[config.mk]
export PLATFORM = sky130hd
export DESIGN_NAME = bcd_calendar_clock
export DESIGN_NICKNAME = d
export VERILOG_FILES = /design/src/hw/rtl/bcc_pkg.sv /design/src/hw/rtl/bcd_calendar_clock.sv /design/src/hw/rtl/bcc_cmd_stage.sv /design/src/hw/rtl/bcc_time_core.sv /design/src/hw/rtl/bcc_bcd_out.sv
export SDC_FILE = /design/constraint.sdc
export NUM_CORES = 1
export LEC_CHECK = 0
export ABC_AREA = 0
export BUFFER_PORTS_ARGS = -buffer_cell sky130_fd_sc_hd__buf_4
export CAP_MARGIN = 25
export CORE_UTILIZATION = 50
export DETAILED_ROUTE_END_ITERATION = 12
export PLACE_DENSITY = 0.68
export SETUP_SLACK_MARGIN = 0.1
export SYNTH_ARGS = -nofsm -noshare
export SYNTH_HDL_FRONTEND = slang
export SYNTH_SLANG_ARGS = --single-unit
[constraint.sdc]
create_clock -name clk -period 5.55 [get_ports clk]
set_input_delay 0.8325 -clock clk [delete_from_list [all_inputs] [get_ports clk]]
set_output_delay 0.8325 -clock clk [all_outputs]
set_load 0.05 [all_outputs]
[src/hw/rtl/bcc_pkg.sv]
// Shared types, constants, BCD conversion functions and the month-length function for the BCD calendar clock.
package bcc_pkg;

    localparam logic [1:0] CMD_TICK = 2'd0;
    localparam logic [1:0] CMD_SET  = 2'd1;
    localparam logic [1:0] CMD_READ = 2'd2;

    localparam logic CFG_TICK_INCREMENT = 1'b0;
    localparam logic CFG_TICK_PERIOD    = 1'b1;

    localparam logic [9:0]  TICK_INCREMENT_RESET = 10'd10;
    localparam logic [9:0]  TICK_PERIOD_RESET    = 10'd564;
    localparam logic [15:0] YEAR_RESET           = 16'd1980;
    localparam logic [6:0]  YEAR_MOD_RESET       = 7'd80;

    typedef struct packed {
        logic [1:0] cmd;
        logic [7:0] set_year_bcd;
        logic [7:0] set_month_week;
        logic [7:0] set_day_bcd;
        logic [7:0] set_hour_bcd;
        logic [7:0] set_minute_bcd;
        logic [7:0] set_second_bcd;
    } req_t;

    typedef struct packed {
        logic [7:0] year_bcd;
        logic [7:0] month_week;
        logic [7:0] day_bcd;
        logic [7:0] hour_bcd;
        logic [7:0] minute_bcd;
        logic [7:0] second_bcd;
    } rsp_t;

    // binary time snapshot handed to the output formatter
    typedef struct packed {
        logic [6:0] year_mod;
        logic [3:0] month;
        logic [3:0] weekday;
        logic [6:0] day;
        logic [6:0] hour;
        logic [7:0] minute;
        logic [7:0] second;
    } cal_t;

    // high nibble * 10 + low nibble, no digit check
    function automatic logic [7:0] from_bcd(input logic [7:0] b);
        logic [7:0] hi;
        logic [7:0] lo;
        hi = {4'b0000, b[7:4]};
        lo = {4'b0000, b[3:0]};
        return hi * 8'd10 + lo;
    endfunction

    // (v / 10) * 16 + v % 10, low 8 bits; divide by reciprocal 205 / 2048
    function automatic logic [7:0] to_bcd(input logic [7:0] v);
        logic [15:0] prod;
        logic [4:0]  q;
        logic [7:0]  r;
        prod = {8'b0, v} * 16'd205;
        q    = prod[15:11];
        r    = v - {3'b000, q} * 8'd10;
        return {q[3:0], r[3:0]};
    endfunction

    function automatic logic [4:0] month_limit(input logic [3:0] m, input logic leap);
        logic [4:0] lim;
        case (m)
            4'd1, 4'd3, 4'd5, 4'd7, 4'd8, 4'd10, 4'd12: lim = 5'd31;
            4'd4, 4'd6, 4'd9, 4'd11:                    lim = 5'd30;
            4'd2:                                       lim = leap ? 5'd29 : 5'd28;
            default:                                    lim = 5'd30;
        endcase
        return lim;
    endfunction

endpackage

[src/hw/rtl/bcd_calendar_clock.sv]
// Top level of the BCD calendar clock.
//
//  channel  | valid      | stall      | payload
//  ---------+------------+------------+-----------------------------
//  request  | req_valid  | req_stall  | req (bcc_pkg::req_t)
//  result   | rsp_valid  | rsp_stall  | rsp (bcc_pkg::rsp_t)
//  config   | cfg_we     | -          | cfg_index, cfg_data
//
// One request per cycle while req_stall is low; its result is registered in turn by the input
// register, the calendar state update and the BCD result register.
// rst_n clears control state and loads the calendar to 1980-01-01 00:00:00,
// increment 10, period 564.
// A stalled result holds each stage in turn; req_stall rises once all are full.
module bcd_calendar_clock (
    input  logic          clk,
    input  logic          rst_n,
    input  logic          cfg_we,
    input  logic          cfg_index,
    input  logic [9:0]    cfg_data,
    input  logic          req_valid,
    output logic          req_stall,
    input  bcc_pkg::req_t req,
    output logic          rsp_valid,
    input  logic          rsp_stall,
    output bcc_pkg::rsp_t rsp
);

    logic          cmd_valid;
    bcc_pkg::req_t cmd_req;
    logic          take;
    logic          out_ready;
    logic          cal_valid;
    bcc_pkg::cal_t cal;

    bcc_cmd_stage u_cmd_stage (
        .clk       (clk),
        .rst_n     (rst_n),
        .req_valid (req_valid),
        .req_stall (req_stall),
        .req       (req),
        .take      (take),
        .cmd_valid (cmd_valid),
        .cmd_req   (cmd_req)
    );

    bcc_time_core u_time_core (
        .clk       (clk),
        .rst_n     (rst_n),
        .cfg_we    (cfg_we),
        .cfg_index (cfg_index),
        .cfg_data  (cfg_data),
        .cmd_valid (cmd_valid),
        .cmd_req   (cmd_req),
        .take      (take),
        .out_ready (out_ready),
        .cal_valid (cal_valid),
        .cal       (cal)
    );

    bcc_bcd_out u_bcd_out (
        .clk       (clk),
        .rst_n     (rst_n),
        .cal_valid (cal_valid),
        .cal       (cal),
        .out_ready (out_ready),
        .rsp_valid (rsp_valid),
        .rsp_stall (rsp_stall),
        .rsp       (rsp)
    );

endmodule

[src/hw/rtl/bcc_cmd_stage.sv]
// Input register stage for the BCD calendar clock requests.
module bcc_cmd_stage (
    input  logic          clk,
    input  logic          rst_n,
    input  logic          req_valid,
    output logic          req_stall,
    input  bcc_pkg::req_t req,
    input  logic          take,
    output logic          cmd_valid,
    output bcc_pkg::req_t cmd_req
);

    logic          valid_reg;
    logic          valid_next;
    bcc_pkg::req_t req_reg;
    logic          ready;
    logic          load;

    assign ready      = !valid_reg || take;
    assign req_stall  = !ready;
    assign load       = req_valid && ready;
    assign valid_next = load || (valid_reg && !take);

    always_ff @(posedge clk or negedge rst_n)
    begin
        if (!rst_n)
        begin
            valid_reg <= 1'b0;
        end
        else
        begin
            valid_reg <= valid_next;
        end
    end

    always_ff @(posedge clk)
    begin
        if (load)
        begin
            req_reg <= req;
        end
    end

    assign cmd_valid = valid_reg;
    assign cmd_req   = req_reg;

endmodule

[src/hw/rtl/bcc_time_core.sv]
// Prescaler, calendar state and configuration registers of the BCD calendar clock.
module bcc_time_core (
    input  logic          clk,
    input  logic          rst_n,
    input  logic          cfg_we,
    input  logic          cfg_index,
    input  logic [9:0]    cfg_data,
    input  logic          cmd_valid,
    input  bcc_pkg::req_t cmd_req,
    output logic          take,
    input  logic          out_ready,
    output logic          cal_valid,
    output bcc_pkg::cal_t cal
);

    logic [9:0]  tick_increment_reg;
    logic [9:0]  tick_period_reg;
    logic [10:0] prescale_reg;
    logic [15:0] year_reg;
    logic [6:0]  year_mod_reg;
    logic [3:0]  month_reg;
    logic [3:0]  weekday_reg;
    logic [6:0]  day_reg;
    logic [6:0]  hour_reg;
    logic [7:0]  minute_reg;
    logic [7:0]  second_reg;
    logic        cal_valid_reg;

    logic [10:0] prescale_next;
    logic [15:0] year_next;
    logic [6:0]  year_mod_next;
    logic [3:0]  month_next;
    logic [3:0]  weekday_next;
    logic [6:0]  day_next;
    logic [6:0]  hour_next;
    logic [7:0]  minute_next;
    logic [7:0]  second_next;
    logic        cal_valid_next;

    logic        advance;
    logic [11:0] sum;
    logic [11:0] sum_less;
    logic        sec_step;
    logic        sec_wrap;
    logic        min_wrap;
    logic        hour_wrap;
    logic        day_wrap;
    logic        leap;
    logic [4:0]  limit;
    logic [4:0]  wk_inc;
    logic [7:0]  set_year;
    logic [7:0]  set_day;
    logic [7:0]  set_hour;
    logic [7:0]  year_mod_wide;

    assign take           = !cal_valid_reg || out_ready;
    assign advance        = cmd_valid && take;
    assign cal_valid_next = advance || (cal_valid_reg && !out_ready);

    always_comb
    begin
        sum           = {1'b0, prescale_reg} + {2'b00, tick_increment_reg};
        sum_less      = sum - {2'b00, tick_period_reg};
        sec_step      = sum >= {2'b00, tick_period_reg};
        sec_wrap      = second_reg >= 8'd59;
        min_wrap      = sec_wrap && (minute_reg >= 8'd59);
        hour_wrap     = min_wrap && (hour_reg >= 7'd23);
        leap          = year_reg[1:0] == 2'b00;
        limit         = bcc_pkg::month_limit(month_reg, leap);
        day_wrap      = hour_wrap && (day_reg >= {2'b00, limit});
        wk_inc        = {1'b0, weekday_reg} + 5'd1;
        set_year      = bcc_pkg::from_bcd(cmd_req.set_year_bcd);
        set_day       = bcc_pkg::from_bcd(cmd_req.set_day_bcd);
        set_hour      = bcc_pkg::from_bcd(cmd_req.set_hour_bcd);
        year_mod_wide = (set_year >= 8'd100) ? (set_year - 8'd100) : set_year;

        prescale_next = prescale_reg;
        year_next     = year_reg;
        year_mod_next = year_mod_reg;
        month_next    = month_reg;
        weekday_next  = weekday_reg;
        day_next      = day_reg;
        hour_next     = hour_reg;
        minute_next   = minute_reg;
        second_next   = second_reg;

        case (cmd_req.cmd)
            bcc_pkg::CMD_TICK:
            begin
                if (!sec_step)
                begin
                    prescale_next = sum[10:0];
                end
                else
                begin
                    prescale_next = sum_less[10:0];
                    second_next   = sec_wrap ? 8'd0 : second_reg + 8'd1;
                    if (sec_wrap)
                    begin
                        minute_next = min_wrap ? 8'd0 : minute_reg + 8'd1;
                    end
                    if (min_wrap)
                    begin
                        hour_next = hour_wrap ? 7'd0 : hour_reg + 7'd1;
                    end
                    if (hour_wrap)
                    begin
                        if (wk_inc >= 5'd14)
                        begin
                            weekday_next = 4'(wk_inc - 5'd14);
                        end
                        else if (wk_inc >= 5'd7)
                        begin
                            weekday_next = 4'(wk_inc - 5'd7);
                        end
                        else
                        begin
                            weekday_next = wk_inc[3:0];
                        end
                        day_next = day_wrap ? 7'd1 : day_reg + 7'd1;
                    end
                    if (day_wrap)
                    begin
                        if (month_reg >= 4'd12)
                        begin
                            month_next = 4'd1;
                            year_next  = year_reg + 16'd1;
                            if (year_reg == 16'hffff || year_mod_reg >= 7'd99)
                            begin
                                year_mod_next = 7'd0;
                            end
                            else
                            begin
                                year_mod_next = year_mod_reg + 7'd1;
                            end
                        end
                        else
                        begin
                            month_next = month_reg + 4'd1;
                        end
                    end
                end
            end
            bcc_pkg::CMD_SET:
            begin
                // two-digit years below 80 land in 20xx
                year_next     = (set_year < 8'd80) ? 16'd2000 + {8'b0, set_year}
                                                   : 16'd1900 + {8'b0, set_year};
                year_mod_next = year_mod_wide[6:0];
                month_next    = cmd_req.set_month_week[7:4];
                weekday_next  = cmd_req.set_month_week[3:0];
                day_next      = set_day[6:0];
                hour_next     = set_hour[6:0];
                minute_next   = bcc_pkg::from_bcd(cmd_req.set_minute_bcd);
                second_next   = bcc_pkg::from_bcd(cmd_req.set_second_bcd);
            end
            default:
            begin
            end
        endcase
    end

    always_ff @(posedge clk or negedge rst_n)
    begin
        if (!rst_n)
        begin
            tick_increment_reg <= bcc_pkg::TICK_INCREMENT_RESET;
            tick_period_reg    <= bcc_pkg::TICK_PERIOD_RESET;
            prescale_reg       <= 11'd0;
            year_reg           <= bcc_pkg::YEAR_RESET;
            year_mod_reg       <= bcc_pkg::YEAR_MOD_RESET;
            month_reg          <= 4'd1;
            weekday_reg        <= 4'd0;
            day_reg            <= 7'd1;
            hour_reg           <= 7'd0;
            minute_reg         <= 8'd0;
            second_reg         <= 8'd0;
            cal_valid_reg      <= 1'b0;
        end
        else
        begin
            cal_valid_reg <= cal_valid_next;
            if (cfg_we)
            begin
                case (cfg_index)
                    bcc_pkg::CFG_TICK_INCREMENT: tick_increment_reg <= cfg_data;
                    bcc_pkg::CFG_TICK_PERIOD:    tick_period_reg    <= cfg_data;
                    default:
                    begin
                    end
                endcase
            end
            if (advance)
            begin
                prescale_reg <= prescale_next;
                year_reg     <= year_next;
                year_mod_reg <= year_mod_next;
                month_reg    <= month_next;
                weekday_reg  <= weekday_next;
                day_reg      <= day_next;
                hour_reg     <= hour_next;
                minute_reg   <= minute_next;
                second_reg   <= second_next;
            end
        end
    end

    assign cal_valid    = cal_valid_reg;
    assign cal.year_mod = year_mod_reg;
    assign cal.month    = month_reg;
    assign cal.weekday  = weekday_reg;
    assign cal.day      = day_reg;
    assign cal.hour     = hour_reg;
    assign cal.minute   = minute_reg;
    assign cal.second   = second_reg;

endmodule

[src/hw/rtl/bcc_bcd_out.sv]
// BCD formatting and result register of the BCD calendar clock.
module bcc_bcd_out (
    input  logic          clk,
    input  logic          rst_n,
    input  logic          cal_valid,
    input  bcc_pkg::cal_t cal,
    output logic          out_ready,
    output logic          rsp_valid,
    input  logic          rsp_stall,
    output bcc_pkg::rsp_t rsp
);

    logic          rsp_valid_reg;
    logic          rsp_valid_next;
    bcc_pkg::rsp_t rsp_reg;
    bcc_pkg::rsp_t rsp_next;
    logic          load;

    assign out_ready      = !rsp_valid_reg || !rsp_stall;
    assign load           = cal_valid && out_ready;
    assign rsp_valid_next = load || (rsp_valid_reg && rsp_stall);

    always_comb
    begin
        rsp_next.year_bcd   = bcc_pkg::to_bcd({1'b0, cal.year_mod});
        rsp_next.month_week = {cal.month, cal.weekday};
        rsp_next.day_bcd    = bcc_pkg::to_bcd({1'b0, cal.day});
        rsp_next.hour_bcd   = bcc_pkg::to_bcd({1'b0, cal.hour});
        rsp_next.minute_bcd = bcc_pkg::to_bcd(cal.minute);
        rsp_next.second_bcd = bcc_pkg::to_bcd(cal.second);
    end

    always_ff @(posedge clk or negedge rst_n)
    begin
        if (!rst_n)
        begin
            rsp_valid_reg <= 1'b0;
        end
        else
        begin
            rsp_valid_reg <= rsp_valid_next;
        end
    end

    always_ff @(posedge clk)
    begin
        if (load)
        begin
            rsp_reg <= rsp_next;
        end
    end

    assign rsp_valid = rsp_valid_reg;
    assign rsp       = rsp_reg;

endmodule

# After elaboration in Yosys (flattened, before gate mapping)
# Index checks and enable logic that the tools add are counted.
[totals]
memories = 0
ff_bits = 193
mem_bits_rw = 0
out_inout_bits = 50
romBits = 0
latchBits = 0
word_cells = 169
[classes]
magnitude_cmp = 11
shift = 0
add_sub_neg = 25
n_div = 0
n_bitwise = 1
n_reduce_logical = 36
mux = 38
eq_ne = 16
mul = 15
[ops]
columns = ["cell", "count"]
rows = [
  ["$mux 7", 11],
  ["$mux 16", 4],
  ["$mul 7x8->15 const B", 3],
  ["$pmux 7 s2", 3],
  ["$mux 8", 5],
  ["$mul 8x8->16 const B", 2],
  ["$pmux 16 s2", 1],
  ["$pmux 8 s2", 2],
  ["$mux 4", 7],
  ["$add 11x8->12 const A", 2],
  ["$add 8x4->8", 3],
  ["$add 7x1->7 const B", 3],
  ["$mul 4x3->7 const B", 3],
  ["$sub 4x4->4", 5],
  ["$add 16x1->16 const B", 1],
  ["$add 8x1->8 const B", 2],
  ["$eq 16x16->1 const B", 1],
  ["$ge 8x6->1 const B", 2],
  ["$pmux 4 s2", 2],
  ["$reduce_and 4->1", 4],
  ["$add 7x4->7", 2],
  ["$add 11x10->12", 1],
  ["$eq 4x4->1 const B", 3],
  ["$ge 12x10->1", 1],
  ["other kinds (35)", 69],
]

# Longest topological paths before layout
[logic_depth]
ltp_word = 9
depth_mapped = 20
depth_no_buf = 20

# Cells and area by module
# A second synthesis with hierarchy kept.
[hier_totals]
cells_unflattened = 1518
hier_area_um2 = 15708.8
[modules_own_cells]
columns = ["module", "area_each_um2", "seq_area_each_um2", "instances", "cells_each"]
rows = [
  ["bcc_time_core", 7965.1, 2349.8, 1, 913],
  ["bcc_bcd_out", 6184.7, 1466.4, 1, 550],
  ["bcc_cmd_stage", 1559.0, 1526.5, 1, 55],
]

# Worst setup path after synthesis
# Ideal clock, no wire load.
[synth_path]
kind = "input to register"
from = "in rsp_stall"
to = "reg u_bcd_out.rsp_reg, in the netlist u_bcd_out.rsp[0] (enable)"
cell_stages = 1
setup_ps = 527
t_required_ps = 5023
setup_slack_ps = 693
arrival_time_ps = 4330
path_cell_list = "a21boi_0"
[synth_between]
elab_chain_len = 3
[synth_lines]
columns = ["element", "line_no", "source"]
rows = [
  ["start, declared", "bcd_calendar_clock.sv:24", "input logic rsp_stall,"],
  ["$logic_not 1->1", "bcc_bcd_out.sv:19", "assign out_ready = !rsp_valid_reg || !rsp_stall;"],
  ["$logic_or 1x1->1", "bcc_bcd_out.sv:19", ""],
  ["$logic_and 1x1->1", "bcc_bcd_out.sv:20", "assign load = cal_valid && out_ready;"],
  ["end signal, assigned", "bcc_bcd_out.sv:49", "rsp_reg <= rsp_next;"],
  ["end, declared", "bcc_bcd_out.sv:15", "bcc_pkg::rsp_t rsp_reg;"],
]
# No other way between the ends.
# A chain may end at the register's enable or synchronous reset.

==> impl_metrics.csv <==
group,metric,value,unit
floorplan,initial_utilization,0.513,
synthesis,synth_edf_count,98,
clock_tree,clkSinkCount,193,
global_route,antenna_found_initial,0,
floorplan,die-area,32400,um^2
drt,drt-total-wl,34500,um
placement,port_buffers,115,
drt,wire_per_inst,16.8,um
finish,final_net_count,2050,
sta,rsz0062_at_grt,"no",
synthesis,synth_flop_cell,"edfxtp_1",
synthesis,syn_inst,1536,
sta,max_freq,198,MHz
setup_path,crit_slowest_cell,"fa_1",
drt,drc,0,
sta,relSlewSlack,0.459,
setup_path,path_max_fanout,9,
placement,dp.final_hpwl,26400,um
floorplan,dieWidth,180,um
synthesis,ys_seq_elements,193,
clock_tree,clock_path_buffers,2,
floorplan,core,30900,um^2
setup_path,required,5730,ps
clock_tree,htreeDepth,4,
clock_tree,root_buffer,"clkbuf_16",
min_path,hold_path.class,"primary input to asynchronous set/reset pin",
global_route,grt_pass1_vias,11800,
flow_run,cap_violations,0,
setup_path,end_kind,"register",
synthesis,synth_area_per_cell,10.3,um^2
finish,syn2layout_area_growth,12.0,%
synthesis,synth-warning-count,0,
sta,period_share,0.909,
sta,slew_violations,0,
drt,postRouteAntennaNets,0,
placement,gp_congestion,0.922,
synthesis,ys_async_sr_fraction,0.492,
setup_path,critPathLaunchType,"register",
global_route,grt_max_degree,57,
sta,setup_tns,0,ps
setup_path,crit_type,"register to register",
synthesis,synth_seq_area_share,0.337,
clock_tree,clk_latency,460,ps
finish,final_cell_mix,"276 x ha_1, 211 x inv_1, 126 x buf_4",
floorplan,ios,116,
setup_path,path_cells,"ha_1 -> inv_1 -> fa_1 -> inv_1 -> fa_1 -> inv_1 -> fa_1 -> inv_1 -> ha_1 -> or3_1 -> o21a_1 -> xor2_1 -> ha_1 -> inv_1 -> fa_1 -> xnor2_1 -> xnor2_1 -> xnor2_1",
sta,min_period,5050,ps
drt,viasPerCell,5.60,
floorplan,die_h,180,um
global_route,overflow,0,
global_route,track_usage,0.222,
drt,drtIter0Drc,644,
clock_tree,cts_buffers,17,
setup_path,arrival,5230,ps
sta,setup_viol,0,
finish,diodes,0,
clock_tree,path_clk_slew,80,ps
status,status,"complete, no violations",
clock_tree,cts_tree,"built",
synthesis,syn_nets,1941,
finish,fin_util,0.574,
setup_path,max_stage_delay,530,ps
clock_tree,cts_hold_buf,0,
synthesis,synth_top_area_cell,"ha_1",
sta,worst_pin_slew,810,ps
sta,hold_viol_final,0,
global_route,grt_first_pass_wirelength,58200,um
finish,final_common_cell,"ha_1",
setup_path,crit_top_cell,"inv_1",
synthesis,netlist.area_leader.share,0.218,
sta,clock_skew,16.1,ps
synthesis,synth_cell_types,70,
clock_tree,cts_resized,0,
finish,layout-drive-gt1-share,0.137,
finish,largest_reg_flops,50,
synthesis,netlist_area,15900,um^2
floorplan,num_rows,64,
drt,num_vias,11500,
clock_tree,post_cts_buffers,0,
sta,whs,447,ps
synthesis,synth.area.top_cells,"ha_1 22%, edfxtp_1 19%, dfrtp_1 12%, fa_1 8.0%, inv_1 5.0%",
drt,first_pass_iters,5,
-- critical path: cells and delay by family (launching register included) --
family	cells	cell delay, ps
compound gates	1	210
flops	1	490
fa+ha+maj	7	2670
buf+inv	5	290
xor+xnor	4	750
simple gates	1	370
-- layer usage --
| layer | GRT usage | up-vias | wire [um] |
|---|---|---|---|
| met3 | 0.0315 | 35 | 1330 |
| li1 | - | 5703 | - |
| met5 | 0 | - | 0 |
| met1 | 0.298 | 5522 | 16200 |
| met4 | 0.0674 | 0 | 562 |
| met2 | 0.371 | 240 | 16400 |
-- Yosys cell counts (5+ instances only) --
| master | number |
|---|---|
| a2111oi_0 | 5 |
| a211oi_1 | 9 |
| a21boi_0 | 5 |
| a21o_1 | 15 |
| a21oi_1 | 103 |
| a31oi_1 | 11 |
| and2_1 | 5 |
| and3_1 | 14 |
| buf_4 | 8 |
| clkbuf_1 | 28 |
| dfrtp_1 | 77 |
| dfstp_2 | 18 |
| edfxtp_1 | 98 |
| fa_1 | 63 |
| ha_1 | 276 |
| inv_1 | 211 |
| mux2_2 | 26 |
| mux2i_1 | 16 |
| nand2_1 | 60 |
| nand2b_1 | 11 |
| nand3_1 | 23 |
| nand4_1 | 5 |
| nor2_1 | 56 |
| nor2b_1 | 18 |
| nor3_1 | 38 |
| nor4_1 | 5 |
| o21ai_0 | 95 |
| o21ai_1 | 9 |
| o21bai_1 | 10 |
| o22ai_1 | 8 |
| o31ai_1 | 31 |
| or2_2 | 10 |
| or3_1 | 6 |
| xnor2_1 | 65 |
| xor2_1 | 18 |
-- worst paths after layout --
kind	startpoint	end	slack [ps]	cells past startpoint
worst max register to register	u_time_core.second_reg[0]	u_bcd_out.rsp[3]	500	18
min in group clk	u_time_core.year_reg[14]	u_time_core.year_reg[14]	490	1
worst min-delay path	rst_n	u_time_core.tick_period_reg[0]	450	1
worst max-delay path	u_time_core.second_reg[0]	u_bcd_out.rsp[3]	500	18
max in group asynchronous	rst_n	u_time_core.day_reg[0]	4040	2
worst min register to register	u_time_core.year_reg[14]	u_time_core.year_reg[14]	490	1
-- cells by family after synthesis --
kind of cell               count (synthesis)  share of synthesized area
AOI/OAI and AO/OA                        360                      0.144
adders and majority gates                339                      0.297
and+or+nand+nor                          270                     0.0861
buffers and inverters                    248                     0.0611
DFF                                      193                      0.337
xor gates and xnor gates                  83                     0.0458
muxes                                     43                     0.0293
-- cell type report --
| cell class | instances | area, um^2 |
|---|---|---|
| inverters | 211 | 792 |
| clock inverters | 15 | 164 |
| multi-input cells | 1095 | 9580 |
| repair buffers | 127 | 953 |
| flip-flops and latches | 193 | 5340 |
| clock buffers | 17 | 425 |
| well taps | 396 | 495 |
| fillers | 2649 | 13200 |
-- through the flow --
stage | setup WS [ps] | std cells | cell area (um^2)
4_1_cts | 479 | 2053 | 17700
6_report | 505 | 2054 | 17800
5_1_grt | 256 | 2054 | 17800
3_5_place_dp | 557 | 2021 | 17200
2_1_floorplan | 693 | 1536 | 15900
3_3_place_gp | 665 | 2021 | 17200
Power is left out: the tool's default activity adds up to more than one toggle a clock period on the data nets, which glitch-free logic cannot reach.
